<file path="config.mk">
export PLATFORM = sky130hd
export DESIGN_NAME = pqad_queue
export DESIGN_NICKNAME = d
export VERILOG_FILES = /design/src/rtl/core/pqad_pkg.sv /design/src/rtl/core/pqad_queue.sv
export SDC_FILE = /design/constraint.sdc
export NUM_CORES = 1
export LEC_CHECK = 0
export ABC_AREA = 1
export BUFFER_PORTS_ARGS = -buffer_cell sky130_fd_sc_hd__buf_2
export CORE_MARGIN = 5
export CORE_UTILIZATION = 30
export DETAILED_ROUTE_END_ITERATION = 8
export PLACE_DENSITY = 0.49
export RECOVER_POWER = 25
export SLEW_MARGIN = 20
export SYNTH_ARGS = -nofsm -noshare
export SYNTH_HDL_FRONTEND = slang
export SYNTH_SLANG_ARGS = --single-unit
export TNS_END_PERCENT = 30
</file>
<file path="constraint.sdc">
create_clock -name clk -period 5 [get_ports clk]
set_input_delay 0.5 -clock clk [delete_from_list [all_inputs] [get_ports clk]]
set_output_delay 0.5 -clock clk [all_outputs]
set_load 0.01 [all_outputs]
</file>
<file path="src/rtl/core/pqad_pkg.sv">
// Shared types, codes and constants of the PQ asymmetric distance block.
// Depends on nothing; every other file of the block but pqad_ram refers to it.
`timescale 1ns / 1ps

package pqad_pkg;

    // Sizing of the codebook and of the query walk
    localparam int MAX_SUBSPACES = 32;
    localparam int NUM_CENTERS   = 256;
    localparam int MAX_SUB_LEN   = 8;
    localparam int LEN_LIMIT     = (MAX_SUB_LEN < 8) ? MAX_SUB_LEN : 8;

    localparam int ADDR_W  = 16;
    localparam int CB_DEPTH = 65536;
    localparam int ELEM_W  = 16;
    localparam int ACC_W   = 48;
    localparam int POS_W   = 3;
    localparam int SUB_W   = 5;
    localparam int CODE_W  = 8;
    localparam int CFG_W   = 4;

    // Entries of the queue between front and back
    localparam int QUEUE_DEPTH = 2;

    // Integer root: one result bit per step
    localparam int ROOT_STEPS = 32;
    localparam int ROOT_CNT_W = 5;

    // 1.0 in Q16.16
    localparam logic signed [ACC_W:0] ONE_Q16 = 49'sd65536;

    // Operation codes
    localparam logic OP_WRITE = 1'b0;
    localparam logic OP_DIST  = 1'b1;

    // Metric codes
    localparam logic [2:0] MET_DOT  = 3'd0;
    localparam logic [2:0] MET_COS  = 3'd1;
    localparam logic [2:0] MET_SQL2 = 3'd2;
    localparam logic [2:0] MET_L2   = 3'd3;
    localparam logic [2:0] MET_L1   = 3'd4;

    // Configuration register indexes
    localparam logic CFG_METRIC  = 1'b0;
    localparam logic CFG_SUB_LEN = 1'b1;

    // One classified item on its way from front to back
    typedef struct packed {
        logic                     op;
        logic [ADDR_W-1:0]        addr;
        logic signed [ELEM_W-1:0] data;
        logic                     last;
    } item_t;

endpackage

</file>
<file path="src/rtl/core/pqad_queue.sv">
// Short FIFO of classified items between front and back.
// Depends on pqad_pkg.
`timescale 1ns / 1ps

module pqad_queue (
    input  logic            clk,
    input  logic            rst_n,
    input  logic            push,
    input  pqad_pkg::item_t push_item,
    input  logic            pop,
    output logic            head_valid,
    output pqad_pkg::item_t head_item,
    output logic            full
);

    localparam int DEPTH = pqad_pkg::QUEUE_DEPTH;
    localparam int PTR_W = (DEPTH > 1) ? $clog2(DEPTH) : 1;
    localparam int CNT_W = $clog2(DEPTH + 1);

    pqad_pkg::item_t  slot_reg [DEPTH];
    logic [PTR_W-1:0] wr_ptr_reg, wr_ptr_next;
    logic [PTR_W-1:0] rd_ptr_reg, rd_ptr_next;
    logic [CNT_W-1:0] count_reg, count_next;

    assign head_valid = (count_reg != '0);
    assign full       = (count_reg == CNT_W'(DEPTH));
    assign head_item  = slot_reg[rd_ptr_reg];

    // Move pointers and fill count
    always_comb
    begin
        wr_ptr_next = wr_ptr_reg;
        rd_ptr_next = rd_ptr_reg;
        count_next  = count_reg;
        if (push)
        begin
            wr_ptr_next = (32'(wr_ptr_reg) == DEPTH - 1) ? '0 : wr_ptr_reg + PTR_W'(1);
        end
        if (pop)
        begin
            rd_ptr_next = (32'(rd_ptr_reg) == DEPTH - 1) ? '0 : rd_ptr_reg + PTR_W'(1);
        end
        if (push && !pop)
        begin
            count_next = count_reg + CNT_W'(1);
        end
        else if (pop && !push)
        begin
            count_next = count_reg - CNT_W'(1);
        end
    end

    always_ff @(posedge clk or negedge rst_n)
    begin
        if (!rst_n)
        begin
            wr_ptr_reg <= '0;
            rd_ptr_reg <= '0;
            count_reg  <= '0;
        end
        else
        begin
            wr_ptr_reg <= wr_ptr_next;
            rd_ptr_reg <= rd_ptr_next;
            count_reg  <= count_next;
        end
    end

    // Store the pushed beat
    always_ff @(posedge clk)
    begin
        if (push)
        begin
            slot_reg[wr_ptr_reg] <= push_item;
        end
    end

endmodule

</file>
Word-level counts from Yosys, hierarchy flattened
Memory sizes are Yosys's and may differ from the RTL's.
Index checks and enable logic that the tools add are counted.
Storage, ports and cells
  memories: 1
  memory bits (writable): 68
  input bits: 38
  flip-flop bits (word level): 4
  output and inout port bits: 36
  memory bits (read-only): 0
  bits in latches: 0
  word-level logic and storage cells: 21
Memory list
  slot_reg: words 2, width 34, read ports 1, clocked after Yosys merged registers in 0, wr ports 1, RTL line pqad_queue.sv:20  | pqad_pkg::item_t slot_reg [DEPTH];
Cells by class
  shifts and indexed selects: 0
  $lt $le $gt $ge: 0
  reductions and logical operators: 6
  multiplexer cells: 6
  add/sub/neg operators: 4
  eq/ne operators: 1
  $mul: 0
  divide/modulo/power cells: 0
  bitwise logic cells: 0
Operators by type and width (number)
  $mux W1: 4
  $mux W2: 2
  $reduce_bool A2 Y1: 2
  $add A1 B1 Y1 const B: 2
  $add A2 B1 Y2 const B: 1
  $eq A2 B2 Y1 const B: 1
  $logic_and A1 B1 Y1: 2
  $logic_not A1 Y1: 2
  $sub A2 B1 Y2 const B: 1

Longest topological paths before layout
  depth after elaboration: 4
  mapped depth: 7
  mapped depth without buffers: 7

Worst setup path after synthesis
OpenSTA, ideal clock, no wires.
  path type: input port to flip-flop
  start point: input push
  end point: memory slot_reg[0][0] (netlist name), enable pin
  buffers on the path: 0
  required time: 4574 ps
  cell stages on the path: 2
  setup slack: 2602 ps
  library setup time: 426 ps
  arrival: 1973 ps
  path through: inv_1 > nor2_1
Between the ends
  cells in the longest elaborated chain, start to end: 2
Ends and longest elaborated chain
  start: declaration: RTL line pqad_queue.sv:8  | input logic push,
  $mux W1: RTL line pqad_queue.sv:72  | if (push)
  $mux W1 (not written as such): RTL line pqad_queue.sv:74  | slot_reg[wr_ptr_reg] <= push_item;
  end: declaration: RTL line pqad_queue.sv:20
No other way between the ends.

==> flow_summary.yaml <==
pwr:
  p_per_area_nw_per_um2: 553
  p_leak_nw: 1.40
  irDropWorstVdd_mv: 0.298
sta:
  fin_crit_ns: 2.24
  timing_hold_violations_final: 0
  tightest_slew_ns: 1.04
  fmax_ghz: 0.447
  setup_viol: 0
  timing.slew.headroom_pct: 30.7
  fin_skew_ns: 0.00558
  fin_setup_tns_ns: 0
  maxSlewViolCount: 0
  fin_crit_sh_pct: 44.7
  grt_setup_unrepaired: "false"
layout:
  area_growth_pct: 23.5
  nets: 252
  drive_above_1_share_pct: 53.7
  fin_cells: 329
  multi_input_area_um2: 579
  fin_util_pct: 37.8
  diodes: 0
  largest_register_ffs: 68
  seqCellArea_um2: 2150
  fill_cells: 904
synthesis:
  async_flop_share_pct: 5.56
  synthCells: 131
  synth_seq_cells: 72
  synth_ff_type: "edfxtp_1"
  yosysSeqAreaShare_pct: 76.2
  ys_top_cells_by_count: "edfxtp_1 (68), mux2_4 (29), inv_1 (7), nand2_1 (6), mux2_2 (5)"
  netlist.area_leader.share_pct: 72.6
  syn_nets: 170
  ys_top_cells_by_area: "edfxtp_1 (73%), mux2_4 (15%), dfrtp_1 (3.6%)"
  synth_edf_count: 68
  synth_area_per_cell_um2: 21.5
  synthDistinctLibCells: 14
  syn_area_um2: 2810
  yosys_warnings: 0
  yosysMostFrequentCell: "edfxtp_1"
  yosys.area.top_type: "edfxtp_1"
worst_setup_path:
  r2r_cells: 3
  end_kind: "primary output"
  crit_path_max_fanout: 35
  r2r_start: "wr_ptr_reg"
  cp_data_required_time_ns: 4.50
  critPathLaunchType: "flip-flop"
  cp.arrival_ns: 1.74
  reg2reg_to: "slot_reg[1][3]"
  criticalPathCategory: "flip-flop to primary output"
  r2r_slack_ns: 3.27
global_route:
  gr-total-overflow: 0
  antenna_found_initial: 0
  grt_pass1_vias: 1490
  grt_max_degree: 36
  grt_usage_pct: 8.96
  grt_pass1_wl_um: 7380
floorplan:
  core_um2: 9200
  start_util_pct: 30.6
  die_h_um: 107
  dieArea_um2: 11400
  pin_count: 74
  placementRows: 35
  die_x_um: 107
placement:
  port-buffer-count: 73
  placed_cells: 312
  place_congestion: 0.610
  hpwl_um: 3290
worst_hold_path:
  min_to: "slot_reg[0][28]"
  min_from: "push_item[28]"
  min_path_cells: 1
  hold_path_class: "input pin to flip-flop"
routing:
  wl_um: 4930
  drt_iter0_drc: 16
  vias: 1398
  first_pass_iters: 4
  viasPerCell: 4.25
  ant_nets: 0
  wl_per_cell_um: 15.0
  drc: 0
cts:
  post-cts-setup-buffer-count: 0
  clock_path_buffers: 2
  cts.reportedPaths.clkPinSlew_ns: 0.08
  clk-insertion-delay-late_ns: 0.33
  root_buffer: "clkbuf_8"
  cts_tree: "yes"
  cts_sinks: 72
  cts_buffers: 9
  cts_resized: 0
  htree_levels: 3
outcome:
  status: "finished clean"
job:
  maxCapViolCount: 0
cell type report:
cell class,instances,share of cell area (%)
Timing Repair Buffer,75,10.7
Inverter,7,0.756
Sequential cell,72,61.8
Clock inverter,7,2.49
Tap cell,111,4.00
Clock buffer,9,3.57
Multi-Input combinational cell,48,16.7
report_power, final:
part	switching, mW	total (mW)	internal, mW
Sequential	0.110	0.915	0.805
Combinational	0.227	0.523	0.296
Clock	0.205	0.481	0.276
Total	0.541	1.92	1.38
logic make-up (layout without fill, tap and decap cells):
group / count (synthesis) / count (layout) / synth area share, %
XOR/XNOR: 3 / 3 / 0.935
multiplexers: 34 / 34 / 17.5
flip-flops: 72 / 72 / 76.2
adder cells (fa/ha/maj): 1 / 1 / 0.445
buffers and inverters: 11 / 98 / 3.47
AND/OR/NAND/NOR: 10 / 10 / 1.47
what timing repair did:
action                     CTS  global route
hold endpoints to repair     4             0
setup endpoints to repair    0             0
hold buffers                 1             0
worst max-delay path by stage:
| stage | startpoint | to | cells past startpoint |
|---|---|---|---|
| final | rd_ptr_reg | head_item[14] | 2 |
| after global placement | rd_ptr_reg | head_item[13] | 2 |
| after floorplan | push | slot_reg[0][0] | 2 |
| after global routing | rd_ptr_reg | head_item[18] | 2 |
| after CTS | rd_ptr_reg | head_item[14] | 2 |
| after detailed placement | rd_ptr_reg | head_item[14] | 2 |
per-stage QoR:
| stage | hold WS (ns) | power [mW] | area [um^2] | setup WS [ns] |
|---|---|---|---|---|
| after CTS | 0.325 | 1.97 | 3480 | 2.43 |
| final | 0.349 | 1.92 | 3470 | 2.76 |
| after detailed placement | 0.315 | 1.48 | 3260 | 2.82 |
| after global placement | 0.315 | 1.47 | 3260 | 2.82 |
| after floorplan | 0.204 | 1.32 | 2810 | 2.60 |
| after global routing | 0.320 | 2.03 | 3470 | 2.66 |
worst max-delay path, cell delays in order, from the launching register on:
cell and delay [ns]:
dfrtp_4 0.85, mux2_2 0.41, buf_2 0.14
layer usage:
metal | up-vias | GRT usage [%] | wire, um | part of all wire (%)
li1 | 658 | - | - | -
met5 | - | 0 | 0 | 0
met1 | 672 | 9.96 | 2030 | 41
met4 | 0 | 4.93 | 53 | 1.1
met2 | 62 | 14.1 | 2380 | 48
met3 | 6 | 4.27 | 462 | 9.4
cell usage in the layout (no fill, tap or decap), types with 2 or more instances in the layout:
cell and count:
buf_2 65, bufinv_16 2, clkbuf_1 8, clkbuf_8 9
clkinv_2 3, dfrtp_1 3, edfxtp_1 68, inv_1 7
mux2_2 5, mux2_4 29, nand2_1 6, xor2_1 2
(Power assumes the default switching activity.)
