<file path="config.mk">
export PLATFORM = sky130hd
export DESIGN_NAME = pqad_front
export DESIGN_NICKNAME = d
export VERILOG_FILES = /design/src/rtl/core/pqad_pkg.sv /design/src/rtl/core/pqad_front.sv
export SDC_FILE = /design/constraint.sdc
export NUM_CORES = 1
export LEC_CHECK = 0
export ABC_AREA = 1
export BUFFER_PORTS_ARGS = -buffer_cell sky130_fd_sc_hd__buf_2
export CELL_PAD_IN_SITES_DETAIL_PLACEMENT = 1
export CELL_PAD_IN_SITES_GLOBAL_PLACEMENT = 1
export CORE_UTILIZATION = 19
export CTS_CLUSTER_SIZE = 16
export DETAILED_ROUTE_END_ITERATION = 6
export PLACE_DENSITY = 0.84
export SETUP_SLACK_MARGIN = 0.5
export SLEW_MARGIN = 20
export SYNTH_ARGS = -nofsm -noshare
export SYNTH_HDL_FRONTEND = slang
export SYNTH_SLANG_ARGS = --single-unit
</file>
<file path="constraint.sdc">
create_clock -name clk -period 1.85 [get_ports clk]
set_clock_uncertainty 0.05 [all_clocks]
set_input_delay 0.37 -clock clk [delete_from_list [all_inputs] [get_ports clk]]
set_output_delay 0.37 -clock clk [all_outputs]
set_load 0.02 [all_outputs]
</file>
<file path="src/rtl/core/pqad_pkg.sv">
// Shared types, codes and constants of the PQ asymmetric distance block.
// Depends on nothing; every other file of the block but pqad_ram refers to it.
`timescale 1ns / 1ps

package pqad_pkg;

    // Sizing of the codebook and of the query walk
    localparam int MAX_SUBSPACES = 32;
    localparam int NUM_CENTERS   = 256;
    localparam int MAX_SUB_LEN   = 8;
    localparam int LEN_LIMIT     = (MAX_SUB_LEN < 8) ? MAX_SUB_LEN : 8;

    localparam int ADDR_W  = 16;
    localparam int CB_DEPTH = 65536;
    localparam int ELEM_W  = 16;
    localparam int ACC_W   = 48;
    localparam int POS_W   = 3;
    localparam int SUB_W   = 5;
    localparam int CODE_W  = 8;
    localparam int CFG_W   = 4;

    // Entries of the queue between front and back
    localparam int QUEUE_DEPTH = 2;

    // Integer root: one result bit per step
    localparam int ROOT_STEPS = 32;
    localparam int ROOT_CNT_W = 5;

    // 1.0 in Q16.16
    localparam logic signed [ACC_W:0] ONE_Q16 = 49'sd65536;

    // Operation codes
    localparam logic OP_WRITE = 1'b0;
    localparam logic OP_DIST  = 1'b1;

    // Metric codes
    localparam logic [2:0] MET_DOT  = 3'd0;
    localparam logic [2:0] MET_COS  = 3'd1;
    localparam logic [2:0] MET_SQL2 = 3'd2;
    localparam logic [2:0] MET_L2   = 3'd3;
    localparam logic [2:0] MET_L1   = 3'd4;

    // Configuration register indexes
    localparam logic CFG_METRIC  = 1'b0;
    localparam logic CFG_SUB_LEN = 1'b1;

    // One classified item on its way from front to back
    typedef struct packed {
        logic                     op;
        logic [ADDR_W-1:0]        addr;
        logic signed [ELEM_W-1:0] data;
        logic                     last;
    } item_t;

endpackage

</file>
<file path="src/rtl/core/pqad_front.sv">
// Front end: accepts input beats, tracks subspace and element position,
// and forms the codebook address of each item. Depends on pqad_pkg.
`timescale 1ns / 1ps

module pqad_front (
    input  logic                               clk,
    input  logic                               rst_n,
    input  logic [pqad_pkg::CFG_W-1:0]         sub_len,
    input  logic                               in_valid,
    output logic                               in_ready,
    input  logic                               operation,
    input  logic [pqad_pkg::ADDR_W-1:0]        cb_address,
    input  logic signed [pqad_pkg::ELEM_W-1:0] cb_value,
    input  logic signed [pqad_pkg::ELEM_W-1:0] query_value,
    input  logic [pqad_pkg::CODE_W-1:0]        code,
    input  logic                               last,
    input  logic                               queue_full,
    output logic                               push,
    output pqad_pkg::item_t                    item
);

    logic [pqad_pkg::POS_W-1:0] pos_reg, pos_next;
    logic [pqad_pkg::SUB_W-1:0] sub_reg, sub_next;
    logic [pqad_pkg::CODE_W-1:0] code_clamped;
    logic [pqad_pkg::CFG_W-1:0]  eff_len;
    logic [pqad_pkg::CFG_W-1:0]  pos_inc;
    logic [8:0]                  sub_inc;

    assign in_ready = !queue_full;
    assign push     = in_valid && in_ready;

    // Clamp the center index and the subspace length
    always_comb
    begin
        if (32'(code) > pqad_pkg::NUM_CENTERS - 1)
        begin
            code_clamped = pqad_pkg::CODE_W'(pqad_pkg::NUM_CENTERS - 1);
        end
        else
        begin
            code_clamped = code;
        end
        if (sub_len == '0)
        begin
            eff_len = pqad_pkg::CFG_W'(1);
        end
        else if (32'(sub_len) > pqad_pkg::LEN_LIMIT)
        begin
            eff_len = pqad_pkg::CFG_W'(pqad_pkg::LEN_LIMIT);
        end
        else
        begin
            eff_len = sub_len;
        end
    end

    // Build the queue item
    always_comb
    begin
        item.op   = operation;
        item.last = last;
        if (operation == pqad_pkg::OP_WRITE)
        begin
            item.addr = cb_address;
            item.data = cb_value;
        end
        else
        begin
            item.addr = {sub_reg, code_clamped, pos_reg};
            item.data = query_value;
        end
    end

    // Advance position within subspace, wrap subspaces, restart on last
    always_comb
    begin
        pos_next = pos_reg;
        sub_next = sub_reg;
        pos_inc  = {1'b0, pos_reg} + pqad_pkg::CFG_W'(1);
        sub_inc  = {4'b0, sub_reg} + 9'd1;
        if (push && operation == pqad_pkg::OP_DIST)
        begin
            if (last)
            begin
                pos_next = '0;
                sub_next = '0;
            end
            else if (pos_inc >= eff_len)
            begin
                pos_next = '0;
                if (32'(sub_inc) >= pqad_pkg::MAX_SUBSPACES)
                begin
                    sub_next = '0;
                end
                else
                begin
                    sub_next = sub_inc[pqad_pkg::SUB_W-1:0];
                end
            end
            else
            begin
                pos_next = pos_inc[pqad_pkg::POS_W-1:0];
            end
        end
    end

    always_ff @(posedge clk or negedge rst_n)
    begin
        if (!rst_n)
        begin
            pos_reg <= '0;
            sub_reg <= '0;
        end
        else
        begin
            pos_reg <= pos_next;
            sub_reg <= sub_next;
        end
    end

endmodule

</file>
* Word level (Yosys, flattened, before mapping)
Cells that the tools add are included.
Widths: inputs -> output; s select.
** Word-level totals
- Input bits :: 66
- Logic and storage cells :: 21
- Register bits :: 8
- Output and inout bits :: 36
** Cells by class
- $add $sub $neg :: 2
- $lt $le $gt $ge :: 3
- Muxes and demuxes :: 8
- Reductions and logical operators :: 6
** Operators by type and width (count)
- $mux 32 :: 1
- $mux 5 :: 3
- $mux 4 :: 2
- $add 5x1->6 const B :: 1
- $ge 6x6->1 const B :: 1
- $mux 3 :: 2
- $add 3x1->4 const B :: 1
- $ge 4x4->1 :: 1
- $gt 4x4->1 const B :: 1
- $logic_not 4->1 :: 1
- $logic_and 1x1->1 :: 2
- $reduce_and 2->1 :: 1
- $reduce_bool 2->1 :: 1
- $logic_not 1->1 :: 1

* Logic depth before layout (Yosys ltp)
- Depth in word-level cells :: 6
- Depth in mapped cells :: 13
- Mapped depth without buffers :: 13

* Least setup slack after synthesis
OpenSTA, ideal clock, no wires.
- Path kind :: register to register
- Start point :: register pos_reg[0] (netlist name)
- End point :: register sub_reg[3] (netlist name)
- Period minus slack after synthesis :: 1.724 ns
- Arrival time :: 1.556 ns
- Buffers on the path :: 0
- Data required time :: 1.682 ns
- Setup slack :: 0.126 ns
- Library setup time :: 0.118 ns
- Stages on the path, launching flop included :: 12
- Cells stage by stage :: dfrtp_1 ha_1 xnor2_1 inv_1 ha_1 nand2_1 inv_1 nand2_1 nand2_2 nand2_1 nand2_1 nand2_1
** On the way
- Cells in the longest elaborated chain, start to end :: 4
** Ends and longest elaborated chain
- start: declaration :: RTL line pqad_front.sv:22 : logic [pqad_pkg::POS_W-1:0] pos_reg, pos_next;
- start signal: assignment :: RTL line pqad_front.sv:116 : pos_reg <= pos_next;
- $add 3x1->4 :: RTL line pqad_front.sv:79 : pos_inc = {1'b0, pos_reg} + pqad_pkg::CFG_W'(1);
- $ge 4x4->1 :: RTL line pqad_front.sv:88 : else if (pos_inc >= eff_len)
- $reduce_bool 2->1 (no source line)
- $reduce_and 2->1 (no source line)
- end signal: assignment :: RTL line pqad_front.sv:117 : sub_reg <= sub_next;
- end: declaration :: RTL line pqad_front.sv:23 : logic [pqad_pkg::SUB_W-1:0] sub_reg, sub_next;
No other way between the ends.
A chain may end at the register's enable or synchronous reset.

* Final worst setup path
- Start point :: register pos_reg[1] (netlist name)
- End point :: register sub_reg[1] (netlist name)
Same word-level chain as after synthesis.

==> results.yml <==
run_status:
  status: "completed"
routing:
  ant_nets: 0
  wl_per_cell_um: 16.1
  dr.pass1.iters: 4
  vias: 1750
  vias_per_cell: 4.56
  wl_mm: 6.17
  first_iter_violations: 29
  drc: 0
synthesis:
  synth-seq-area-share_pct: 19.3
  yosysMostFrequentCell: "nand2_1"
  synth_edf_count: 0
  synth_top_cells_by_count: "nand2_1, inv_1, nor2_1"
  yosysWarningCount: 0
  synth_mux_area_share_pct: 0
  yosys.area.top_type: "nand2_1"
  netlist_top_cells_area: "nand2_1, dfrtp_1, ha_1, inv_1, nand3_1"
  syn_area_per_cell_um2: 5.51
  syn_nets: 260
  synth-main-ff-cell: "dfrtp_1"
  async_flop_share_pct: 100
  postSynthCellCount: 188
  yosys.area_share.adder_pct: 7.25
  synth_top_cell_area_share_pct: 39.9
  ys_ff_latch: 8
  synth_area_mm2: 0.00104
  yosysUniqueCellTypes: 21
  synth-xor-area-share_pct: 1.69
  synth_top_family_by_area: "simple AND/OR/NAND/NOR gates"
  synth_compound_area_share_pct: 7.37
  yosys.area_share.simple_pct: 51.9
power_and_ir_drop:
  p_int_uw: 862
  seqPwrFrac_pct: 17.0
  power_density_mw_per_mm2: 554
  leakagePower_nw: 1.50
  clkPwrFrac_pct: 13.8
  pwr-share-comb_pct: 69.2
  p_total_mw: 1.50
  switching_share_pct: 42.5
  ir_worst_vdd_v: 0.000375
  p_switching_uw: 637
final_layout:
  regArea_um2: 203
  multi_input_area_mm2: 0.00119
  largest_reg_flops: 5
  fin_nets: 388
  antenna_cells: 0
  n_fill_cell: 633
  area_growth_pct: 161
  final-instance-count-excl-fill: 384
  drive_above_1_share_pct: 71.7
global_route:
  grt_max_degree: 12
  grt.overflow.total: 0
  grtUsageMet2_pct: 43.5
  grt_use_met1_pct: 20.1
  grt_pass1_wl_mm: 8.77
  grt_util_met3_pct: 3.44
  grtUsageTotal_pct: 20.6
  grt_pass1_vias: 1820
  grt_antenna_before_repair: 0
  grt.busiest_layer: "met2"
clock_network:
  numClockSinks: 8
  clk_path_buf_depth: 2
  cts_root_buf: "clkbuf_8"
  clk_latency_ns: 0.22
  cts_tree: "built"
  h-tree-depth: 1
  cts_buffers: 3
  clk_pin_slew_ns: 0.04
sta:
  setup_slack_ns: 0.0741
  drv_slew: 0
  finalCritPeriodShare_pct: 96.0
  max_freq_mhz: 563
  hold_viol: 0
  rsz0062_at_grt: "yes"
  fin_crit_ns: 1.78
  slew_headroom_pct: 71.1
  finalSetupViolCount: 0
  tightest_slew_ns: 0.432
worst_setup_path:
  cp_num_buf_inv: 3
  path_depth: 11
  cp_max_fo: 6
  slowest_delay_ns: 0.39
  cp_cell_sequence: "ha_2, xnor2_1, inv_1, ha_1, nand2_1, inv_1, nand2_2, nand2_4, buf_4, nand3_1, nand2_1"
  crit_path_start_kind: "register"
  cpMaxStageDelayCell: "dfrtp_1"
  crit_arrival_ns: 1.84
  end_kind: "register"
  rr_worst_depth: 11
  crit_family: "adder cells"
  criticalPathCategory: "reg -> reg"
  cp.required_ns: 1.91
floorplanning:
  die-width_um: 75.8
  die_y_um: 75.8
  initial_core_util_pct: 20.0
  core-area_mm2: 0.00517
  num_io_pins: 102
  die_area_mm2: 0.00575
  rows: 26
job:
  max_cap_viol_count: 0
placed_design:
  dp.cells: 360
  dp_hpwl_mm: 3.72
  gp_congestion: 0.793
  place_ws_ns: -0.121
  numPortBuffers: 101
min_path:
  hold_path.class: "in -> async"
[cell type report]
type                            count  share of cell area, %
Timing Repair inverter              1                  0.602
Clock buffer                        3                   1.53
Sequential cell                     8                   7.50
Tap cell                           70                   3.24
Multi-Input combinational cell    154                   43.9
Timing Repair Buffer              132                   40.3
Inverter                           16                   2.92
[worst paths after layout]
check                                       start                     end  slack [ns]
max in group asynchronous                   rst_n  sub_reg[2]$_DFFE_PN0P_        1.09
hold / removal                              rst_n  sub_reg[3]$_DFFE_PN0P_        0.47
min in group clk                       queue_full  pos_reg[1]$_DFFE_PN0P_        0.48
hold reg to reg            pos_reg[2]$_DFFE_PN0P_  pos_reg[2]$_DFFE_PN0P_        0.56
setup reg to reg           pos_reg[1]$_DFFE_PN0P_  sub_reg[1]$_DFFE_PN0P_        0.07
setup / recovery           pos_reg[1]$_DFFE_PN0P_  sub_reg[1]$_DFFE_PN0P_        0.07
[routing by layer]
metal / vias to the layer above / wire length [µm]
met4: 0 / 124
met5: - / 0
met1: 832 / 2150
met3: 8 / 483
li1: 838 / -
met2: 72 / 3410
[logic make-up after synthesis]
kind of cell / Yosys count
AOI/OAI and AO/OA: 12
and+or+nand+nor: 134
buffers and inverters: 26
adders and majority gates: 6
xor gates and xnor gates: 2
DFF: 8
[power groups by stage]
stage	Clock [mW]	Sequential, mW	Combinational, mW
floorplan	0	0.242	0.467
global placement	0	0.255	0.665
detailed placement	0	0.258	0.699
CTS	0.208	0.248	0.959
global route	0.222	0.259	1.11
finish	0.207	0.255	1.04
[worst register-to-register path: stages (launching register included)]
cell and delay [ns]:
dfrtp_1 0.39, ha_2 0.19, xnor2_1 0.13, inv_1 0.09
ha_1 0.27, nand2_1 0.06, inv_1 0.05, nand2_2 0.07
nand2_4 0.08, buf_4 0.15, nand3_1 0.09, nand2_1 0.06
[cells in the final DEF (no fill, tap or decap)]
master,n
buf_2,68
nand2_4,49
nand2_1,43
buf_6,33
nand2_2,21
buf_4,20
inv_1,10
nor2_1,9
nand3_1,8
buf_12,6
dfrtp_1,6
ha_1,5
inv_2,4
o21ai_4,4
o22ai_2,3
clkbuf_8,3
buf_16,3
nor3_2,2
o21ai_0,2
dfrtp_2,2
inv_4,1
xnor2_1,1
inv_16,1
o21ai_2,1
o21ai_1,1
nor3_4,1
xor2_1,1
nand4_1,1
a21oi_1,1
ha_2,1
inv_12,1
dlygate4sd3_1,1
buf_8,1
[through the flow]
stage	hold slack [ns]	instance area [µm²]	util (%)	setup TNS (ns)
after floorplan	0.0244	1450	-	0
after global placement	0.171	2020	39.0	0
after detailed placement	0.177	2020	39.0	-0.525
after CTS	0.472	2620	50.7	0
after global routing	0.490	2700	52.3	-0.00491
final	0.467	2700	52.3	0
[timing repair]
item	CTS	global route
setup buffers	12	5
hold buffers	1	0
gates cloned	3	0
gates resized for setup	122	15
pin swaps	36	3
setup endpoints to repair	41	40
hold endpoints to repair	8	0
No activity file was read; power rests on OpenSTA's default activity.
